===== src/rtl/cstd_pkg.sv =====
// cstd_pkg: shared types, register codes and status codes for the crank/sync decoder
// no dependencies; imported by crank_sync_trigger_decoder_core
`default_nettype none

package cstd_pkg;

  localparam int unsigned CfgIdxW = 3;
  localparam int unsigned RegW    = 16;
  localparam int unsigned TimeW   = 32;

  // configuration register indexes
  localparam logic [CfgIdxW-1:0] CFG_CRANK_FILTER  = 3'd0;
  localparam logic [CfgIdxW-1:0] CFG_SYNC_FILTER   = 3'd1;
  localparam logic [CfgIdxW-1:0] CFG_CRANKING_CYC  = 3'd2;
  localparam logic [CfgIdxW-1:0] CFG_SYNC_TIMEOUT  = 3'd3;
  localparam logic [CfgIdxW-1:0] CFG_CRANK_TIMEOUT = 3'd4;

  // configuration reset values
  localparam logic [RegW-1:0] CRANK_FILTER_RST  = 16'd40;
  localparam logic [RegW-1:0] SYNC_FILTER_RST   = 16'd40;
  localparam logic [RegW-1:0] CRANKING_CYC_RST  = 16'd8;
  localparam logic [RegW-1:0] SYNC_TIMEOUT_RST  = 16'd1000;
  localparam logic [RegW-1:0] CRANK_TIMEOUT_RST = 16'd1000;

  // tooth index at which a sync edge is skipped
  localparam logic [RegW-1:0] SKIP_TOOTH = 16'd2;

  // request codes
  localparam logic [1:0] REQ_CRANK = 2'd0;
  localparam logic [1:0] REQ_SYNC  = 2'd1;
  localparam logic [1:0] REQ_TICK  = 2'd2;

  // status codes
  localparam logic [1:0] ST_ACCEPT = 2'd0;
  localparam logic [1:0] ST_NOISE  = 2'd1;
  localparam logic [1:0] ST_SKIP   = 2'd2;
  localparam logic [1:0] ST_TICK   = 2'd3;

  typedef struct packed {
    logic [1:0]       req_type;
    logic [TimeW-1:0] time_us;
  } in_word_t;

  typedef struct packed {
    logic [1:0]      status;
    logic            synced;
    logic            running;
    logic [RegW-1:0] tooth_index;
    logic [RegW-1:0] cycle_count;
  } out_word_t;

  // saturating increment of a 16-bit counter
  function automatic logic [RegW-1:0] sat_inc(input logic [RegW-1:0] v);
    sat_inc = (v == {RegW{1'b1}}) ? v : v + 16'd1;
  endfunction

endpackage

`default_nettype wire


===== src/rtl/crank_sync_trigger_decoder_core.sv =====
// crank/sync trigger decoder core, uses cstd_pkg; one result word per input word
// each word passes the input register, then the result register; a stalled result holds it in between
// throughput: one word per cycle while the result is not stalled; the decode is two 32-bit gap subtracts and compares
// an input register and the result register let a new word in while a result waits
// reset: asynchronous active low; config returns to defaults, timers/counters/flags clear
// config writes are always ready; writes to unused indexes are dropped
`default_nettype none

module crank_sync_trigger_decoder_core (
  input  wire                          clk_i,
  input  wire                          rst_ni,
  // event words
  input  wire                          in_valid_i,
  output logic                         in_ready_o,
  input  cstd_pkg::in_word_t           in_word_i,
  // result words
  output logic                         out_valid_o,
  input  wire                          out_ready_i,
  output cstd_pkg::out_word_t          out_word_o,
  // config writes
  input  wire                          cfg_valid_i,
  output logic                         cfg_ready_o,
  input  wire [cstd_pkg::CfgIdxW-1:0]  cfg_index_i,
  input  wire [cstd_pkg::RegW-1:0]     cfg_data_i
);
  import cstd_pkg::*;

  // ---------------------------------------------------------------------------
  // handshake: input register feeds the result register
  // ---------------------------------------------------------------------------
  logic     in_valid_q;
  in_word_t in_word_q;
  logic     out_valid_q;
  out_word_t out_word_q, out_word_d;

  logic out_free;   // result register can take a new word this cycle
  logic advance;    // word in the input register is decoded this cycle

  assign out_free   = !out_valid_q || out_ready_i;
  assign advance    = in_valid_q && out_free;
  assign in_ready_o = !in_valid_q || out_free;

  assign out_valid_o = out_valid_q;
  assign out_word_o  = out_word_q;
  assign cfg_ready_o = 1'b1;

  always_ff @(posedge clk_i or negedge rst_ni) begin
    if (!rst_ni) begin
      in_valid_q <= 1'b0;
    end else if (in_ready_o) begin
      in_valid_q <= in_valid_i;
    end
  end

  always_ff @(posedge clk_i) begin
    if (in_ready_o && in_valid_i) begin
      in_word_q <= in_word_i;
    end
  end

  always_ff @(posedge clk_i or negedge rst_ni) begin
    if (!rst_ni) begin
      out_valid_q <= 1'b0;
    end else if (out_free) begin
      out_valid_q <= in_valid_q;
    end
  end

  always_ff @(posedge clk_i) begin
    if (advance) begin
      out_word_q <= out_word_d;
    end
  end

  // ---------------------------------------------------------------------------
  // configuration registers
  // ---------------------------------------------------------------------------
  logic [RegW-1:0] crank_filter_q, sync_filter_q, cranking_cyc_q;
  logic [RegW-1:0] sync_timeout_q, crank_timeout_q;

  always_ff @(posedge clk_i or negedge rst_ni) begin
    if (!rst_ni) begin
      crank_filter_q  <= CRANK_FILTER_RST;
      sync_filter_q   <= SYNC_FILTER_RST;
      cranking_cyc_q  <= CRANKING_CYC_RST;
      sync_timeout_q  <= SYNC_TIMEOUT_RST;
      crank_timeout_q <= CRANK_TIMEOUT_RST;
    end else if (cfg_valid_i && cfg_ready_o) begin
      case (cfg_index_i)
        CFG_CRANK_FILTER:  crank_filter_q  <= cfg_data_i;
        CFG_SYNC_FILTER:   sync_filter_q   <= cfg_data_i;
        CFG_CRANKING_CYC:  cranking_cyc_q  <= cfg_data_i;
        CFG_SYNC_TIMEOUT:  sync_timeout_q  <= cfg_data_i;
        CFG_CRANK_TIMEOUT: crank_timeout_q <= cfg_data_i;
        default: ;
      endcase
    end
  end

  // ---------------------------------------------------------------------------
  // decoder state
  // ---------------------------------------------------------------------------
  logic [TimeW-1:0] last_crank_q, last_crank_d;
  logic [TimeW-1:0] last_sync_q, last_sync_d;
  logic             sync_seen_q, sync_seen_d;
  logic             running_q, running_d;
  logic [RegW-1:0]  tooth_q, tooth_d;
  logic [RegW-1:0]  cycles_q, cycles_d;
  logic [RegW-1:0]  crank_idle_q, crank_idle_d;
  logic [RegW-1:0]  sync_idle_q, sync_idle_d;

  always_ff @(posedge clk_i or negedge rst_ni) begin
    if (!rst_ni) begin
      last_crank_q <= '0;
      last_sync_q  <= '0;
      sync_seen_q  <= 1'b0;
      running_q    <= 1'b0;
      tooth_q      <= '0;
      cycles_q     <= '0;
      crank_idle_q <= '0;
      sync_idle_q  <= '0;
    end else if (advance) begin
      last_crank_q <= last_crank_d;
      last_sync_q  <= last_sync_d;
      sync_seen_q  <= sync_seen_d;
      running_q    <= running_d;
      tooth_q      <= tooth_d;
      cycles_q     <= cycles_d;
      crank_idle_q <= crank_idle_d;
      sync_idle_q  <= sync_idle_d;
    end
  end

  // ---------------------------------------------------------------------------
  // event decode
  // ---------------------------------------------------------------------------
  // both gaps wrap modulo 2^32; an edge at or inside the filter window is noise
  logic [TimeW-1:0] crank_gap, sync_gap;
  logic             crank_noise, sync_noise;
  logic [RegW-1:0]  cycles_inc, crank_idle_inc, sync_idle_inc;
  logic [1:0]       status;

  assign crank_gap   = in_word_q.time_us - last_crank_q;
  assign sync_gap    = in_word_q.time_us - last_sync_q;
  assign crank_noise = crank_gap <= {{(TimeW-RegW){1'b0}}, crank_filter_q};
  assign sync_noise  = sync_gap  <= {{(TimeW-RegW){1'b0}}, sync_filter_q};

  // an unsynced crank edge restarts the cycle count
  assign cycles_inc     = sync_seen_q ? sat_inc(cycles_q) : '0;
  assign crank_idle_inc = sat_inc(crank_idle_q);
  assign sync_idle_inc  = sat_inc(sync_idle_q);

  always_comb begin
    last_crank_d = last_crank_q;
    last_sync_d  = last_sync_q;
    sync_seen_d  = sync_seen_q;
    running_d    = running_q;
    tooth_d      = tooth_q;
    cycles_d     = cycles_q;
    crank_idle_d = crank_idle_q;
    sync_idle_d  = sync_idle_q;
    status       = ST_NOISE;

    case (in_word_q.req_type)
      REQ_CRANK: begin
        last_crank_d = in_word_q.time_us;
        if (!crank_noise) begin
          status       = ST_ACCEPT;
          crank_idle_d = '0;
          cycles_d     = cycles_inc;
          tooth_d      = sat_inc(tooth_q);
          if (cycles_inc > cranking_cyc_q) begin
            running_d = 1'b1;
          end
        end
      end
      REQ_SYNC: begin
        last_sync_d = in_word_q.time_us;
        if (!sync_noise) begin
          // a sync at the second tooth is the other cam lobe: skip it
          if (tooth_q == SKIP_TOOTH) begin
            status = ST_SKIP;
          end else begin
            status      = ST_ACCEPT;
            sync_idle_d = '0;
            sync_seen_d = 1'b1;
            tooth_d     = '0;
          end
        end
      end
      REQ_TICK: begin
        // advance idle timers first, then check timeouts on the new values
        status       = ST_TICK;
        crank_idle_d = crank_idle_inc;
        sync_idle_d  = sync_idle_inc;
        if (sync_idle_inc > sync_timeout_q) begin
          sync_seen_d = 1'b0;
        end
        if (crank_idle_inc > crank_timeout_q) begin
          running_d = 1'b0;
          tooth_d   = '0;
          cycles_d  = '0;
        end
      end
      default: begin
        // unused request code: state untouched, reported as noise
        status = ST_NOISE;
      end
    endcase

    out_word_d.status      = status;
    out_word_d.synced      = sync_seen_d;
    out_word_d.running     = running_d;
    out_word_d.tooth_index = tooth_d;
    out_word_d.cycle_count = cycles_d;
  end

`ifndef SYNTHESIS
  // input side only blocks while both registers are full and the result is stalled
  a_ready_skid: assert property (@(posedge clk_i) disable iff (!rst_ni)
    !in_ready_o |-> (in_valid_q && out_valid_q && !out_ready_i))
    else $error("input stalled without a full pipeline");

  // a skipped sync leaves the tooth index at the skip tooth
  a_skip_tooth: assert property (@(posedge clk_i) disable iff (!rst_ni)
    (out_valid_o && out_word_o.status == ST_SKIP) |-> (out_word_o.tooth_index == SKIP_TOOTH))
    else $error("sync skip reported with wrong tooth index");

  // decoder state moves only when a word is decoded
  a_state_hold: assert property (@(posedge clk_i) disable iff (!rst_ni)
    !advance |=> ($stable(tooth_q) && $stable(cycles_q) && $stable(last_crank_q)))
    else $error("decoder state changed without a decoded word");

  // a crank filter write lands in the register
  a_cfg_write: assert property (@(posedge clk_i) disable iff (!rst_ni)
    (cfg_valid_i && cfg_index_i == CFG_CRANK_FILTER) |=> (crank_filter_q == $past(cfg_data_i)))
    else $error("crank filter write lost");
`endif

endmodule

`default_nettype wire

===== config.mk =====
export PLATFORM = sky130hd
export DESIGN_NAME = crank_sync_trigger_decoder_core
export DESIGN_NICKNAME = d
export VERILOG_FILES = /design/src/rtl/cstd_pkg.sv /design/src/rtl/crank_sync_trigger_decoder_core.sv
export SDC_FILE = /design/constraint.sdc
export NUM_CORES = 1
export LEC_CHECK = 0
export ABC_AREA = 1
export ABC_CLOCK_PERIOD_IN_PS = 6800
export BUFFER_PORTS_ARGS = -buffer_cell sky130_fd_sc_hd__buf_2
export CAP_MARGIN = 5
export CORE_MARGIN = 1.5
export CORE_UTILIZATION = 40
export CTS_BUF_LIST = sky130_fd_sc_hd__clkbuf_4 sky130_fd_sc_hd__clkbuf_8 sky130_fd_sc_hd__clkbuf_16
export CTS_CLUSTER_SIZE = 14
export DETAILED_ROUTE_END_ITERATION = 10
export PLACE_DENSITY = 0.54
export SYNTH_ARGS = -nofsm -noshare
export SYNTH_HDL_FRONTEND = slang
export SYNTH_SLANG_ARGS = --single-unit

===== constraint.sdc =====
create_clock -name clk_i -period 6.8 [get_ports clk_i]
set_input_delay 0 -clock clk_i [delete_from_list [all_inputs] [get_ports clk_i]]
set_output_delay 0 -clock clk_i [all_outputs]
set_load 0.02 [all_outputs]

==> results.sh <==
export IMPL_layout_min_cycle_time_ns=4.87
export IMPL_fin_worst_skew_ns=0.0241
export IMPL_crit_family="simple AND/OR/NAND/NOR gates"
export IMPL_vdd_ir_drop_max_uv=246
export IMPL_setup_violations=0
export IMPL_finalSetupTns_ns=0
export IMPL_synthArstFlopShare=0.752
export IMPL_root_buffer="clkbuf_16"
export IMPL_clock_tree_htree_level_count=2
export IMPL_die_w_um=230
export IMPL_gr_total_overflow=0
export IMPL_synth_simple_area_share=0.305
export IMPL_ys_flop_type="dfrtp_1"
export IMPL_num_fill_cells=5260
export IMPL_synthCells=2942
export IMPL_muxShareOfSynthArea=0
export IMPL_synth_xor_area_share=0.0196
export IMPL_grt_pass1_wl_um=95500
export IMPL_wl_per_cell_um=15.8
export IMPL_max_slew_margin=0.235
export IMPL_grt_pass1_vias=18210
export IMPL_slew_viol_final=0
export IMPL_ctsHoldBuffers=55
export IMPL_synth_edf_count=70
export IMPL_synth_compound_area_frac=0.0995
export IMPL_end_kind="flip-flop"
export IMPL_finalWeightedCongestion=0.937
export IMPL_synth_top_family_by_area="simple AND/OR/NAND/NOR gates"
export IMPL_cts_tree="done"
export IMPL_worst_pin_slew_ns=1.14
export IMPL_drc_errors=0
export IMPL_worst_path_max_delay_cell="nand2_1"
export IMPL_cts_buffers=36
export IMPL_critPathBufInv=4
export IMPL_worstPathArrival_ns=5.29
export IMPL_nNetsFinal=3279
export IMPL_p_sw_frac=0.415
export IMPL_timing_hold_ws_ns=0.0376
export IMPL_yosysWarnings=0
export IMPL_wl_um=59600
export IMPL_dieArea_um2=52800
export IMPL_seqPwrFrac=0.300
export IMPL_power_frac_clock=0.272
export IMPL_cpPeakStageDelay_ns=0.42
export IMPL_num_rows=82
export IMPL_post_cts_buffers=0
export IMPL_ant_nets=0
export IMPL_ys_ff_latch=282
export IMPL_coreArea_um2=50500
export IMPL_power_per_cell_area_nw_per_um2=332
export IMPL_mostFrequentLayoutCells="943 x nand2_1, 558 x inv_1, 195 x dfrtp_1"
export IMPL_fp_dieH_um=230
export IMPL_timing_fmax_mhz=205
export IMPL_p_int_mw=4.55
export IMPL_cts_resized=0
export IMPL_antenna_found_initial=0
export IMPL_leakage_nw=12.5
export IMPL_cts_sinks=282
export IMPL_rsz0062_at_grt="false"
export IMPL_start_util=0.407
export IMPL_avgViaCountPerCell=4.93
export IMPL_synth_seq_area_share=0.361
export IMPL_io_buffers=95
export IMPL_syn_avg_cell_area_um2=6.99
export IMPL_required_ns=7.22
export IMPL_start_kind="flip-flop"
export IMPL_dr_pass1_iters=5
export IMPL_maxCapViolations=0
export IMPL_synth_area_um2=20600
export IMPL_first_iter_violations=1016
export IMPL_p_sw_mw=3.23
export IMPL_cts_buffer_depth=3
export IMPL_final_common_cell="nand2_1"
export IMPL_crit_type="reg2reg"
export IMPL_worstSkewPairLatency_ns=0.57
export IMPL_layout_drive_gt1_share=0.0956
export IMPL_comb_power_share=0.428
export IMPL_io_pins=97
export IMPL_areaGrowthSynthToFinish_pct=14.1
export IMPL_vias=18593
export IMPL_worst_path_most_repeated_cell="nand2_1"
export IMPL_grt_use_total=0.227
export IMPL_syn_nets=3153
export IMPL_hpwlAfterDp_um=45600
export IMPL_diodes=0
export IMPL_clk_pin_slew_ns=0.06
export IMPL_fin_crit_sh=0.717
export IMPL_grt_max_degree=101
export IMPL_crit_fanout=13
export IMPL_hold_path_class="in2async"
export IMPL_hold_viol=0
export IMPL_status="finished, final reports clean"
export IMPL_synth_cell_type_count=60
export IMPL_synthAdderAreaFrac=0.0938
## path summary, 6_finish.rpt
kind | start | endpoint | slack (ns) | cells past startpoint
min in group clk_i | in_word_i[20] | in_word_q[20] | 0.14 | 2
max in group asynchronous | rst_ni | last_crank_q[25] | 5.32 | 3
worst min register to register | last_crank_q[17] | last_crank_q[17] | 0.48 | 2
worst max-delay path | crank_idle_q[0] | cycles_q[11] | 1.93 | 27
worst min-delay path | rst_ni | crank_idle_q[9] | 0.04 | 2
worst max register to register | crank_idle_q[0] | cycles_q[11] | 1.93 | 27
## final cells by class
type                    instances  area [µm²]  share of cell area
repair buffers                159        1100              0.0470
well taps                     672         841              0.0358
multi-input cells            2022       10700               0.454
inverters                     567        2130              0.0908
flip-flops and latches        282        7430               0.316
clock buffers                  44         986              0.0420
clock inverters                22         323              0.0138
## registers in the layout (all words and copies together), names as in the netlist, 32 cells and up
name and flops:
in_word_q 34, last_sync_q 32, out_word_o 36, last_crank_q 32
## cell families after synthesis
| logic type | count (synthesis) |
|---|---|
| buf+inv | 638 |
| other cells | 1 |
| simple gates | 1458 |
| flops | 282 |
| compound gates | 364 |
| fa+ha+maj | 153 |
| xor+xnor | 46 |
## synthesized netlist by cell type, types with 2 or more instances
cell	count	share of area
nand2_1	945	0.17
inv_1	558	0.10
dfrtp_1	195	0.24
o21ai_0	176	0.043
nand3_1	170	0.041
nor2_1	166	0.030
ha_1	151	0.092
a21oi_1	97	0.024
edfxtp_1	70	0.10
clkbuf_1	45	0.0082
xor2_1	40	0.017
nand4_1	39	0.012
nor3_1	28	0.0068
o21ai_2	24	0.010
nor2_2	20	0.0061
nand3_2	18	0.0088
o21ai_1	18	0.0044
dfstp_2	17	0.022
nand2_2	15	0.0046
nand3b_1	12	0.0044
buf_2	11	0.0027
nor4_1	11	0.0033
and2_1	8	0.0024
a21boi_1	7	0.0026
inv_2	7	0.0013
nor2_4	7	0.0038
o21bai_1	7	0.0026
a31oi_1	6	0.0018
buf_1	6	0.0011
buf_6	6	0.0033
o21a_1	6	0.0022
xnor2_1	6	0.0026
nand2_4	5	0.0027
a21o_1	4	0.0015
o211ai_1	4	0.0015
or2_2	4	0.0012
a211oi_1	3	0.0011
o22ai_1	3	0.00091
buf_8	2	0.0015
fa_1	2	0.0019
nor3_2	2	0.00097
o221ai_1	2	0.00085
or3_1	2	0.00061
## metal layers
layer | up-vias | track usage | part of all wire
met1 | 8671 | 0.289 | 0.45
met3 | 81 | 0.0278 | 0.039
met2 | 354 | 0.401 | 0.48
li1 | 9487 | - | -
met4 | 0 | 0.0656 | 0.025
met5 | - | 0 | 0
## power by group through the flow
stage	Sequential [mW]	Combinational, mW	Clock, mW
2_1_floorplan	2.31	2.40	0
3_3_place_gp	2.35	3.24	0
3_5_place_dp	2.36	3.29	0
4_1_cts	2.34	3.34	2.18
5_1_grt	2.39	3.81	2.24
6_report	2.34	3.33	2.11
## per-stage QoR
| stage | utilization | instance area [µm²] | total power [mW] | instances | setup slack (ns) |
|---|---|---|---|---|---|
| floorplan | - | 20600 | 4.71 | 2942 | 3.21 |
| global placement | 0.428 | 21600 | 5.59 | 3647 | 2.17 |
| detailed placement | 0.428 | 21600 | 5.65 | 3647 | 2.02 |
| CTS | 0.465 | 23500 | 7.85 | 3768 | 1.93 |
| global route | 0.465 | 23500 | 8.44 | 3768 | 1.36 |
| finish | 0.465 | 23500 | 7.78 | 3768 | 1.93 |
Power figures use the tool's default switching activity.
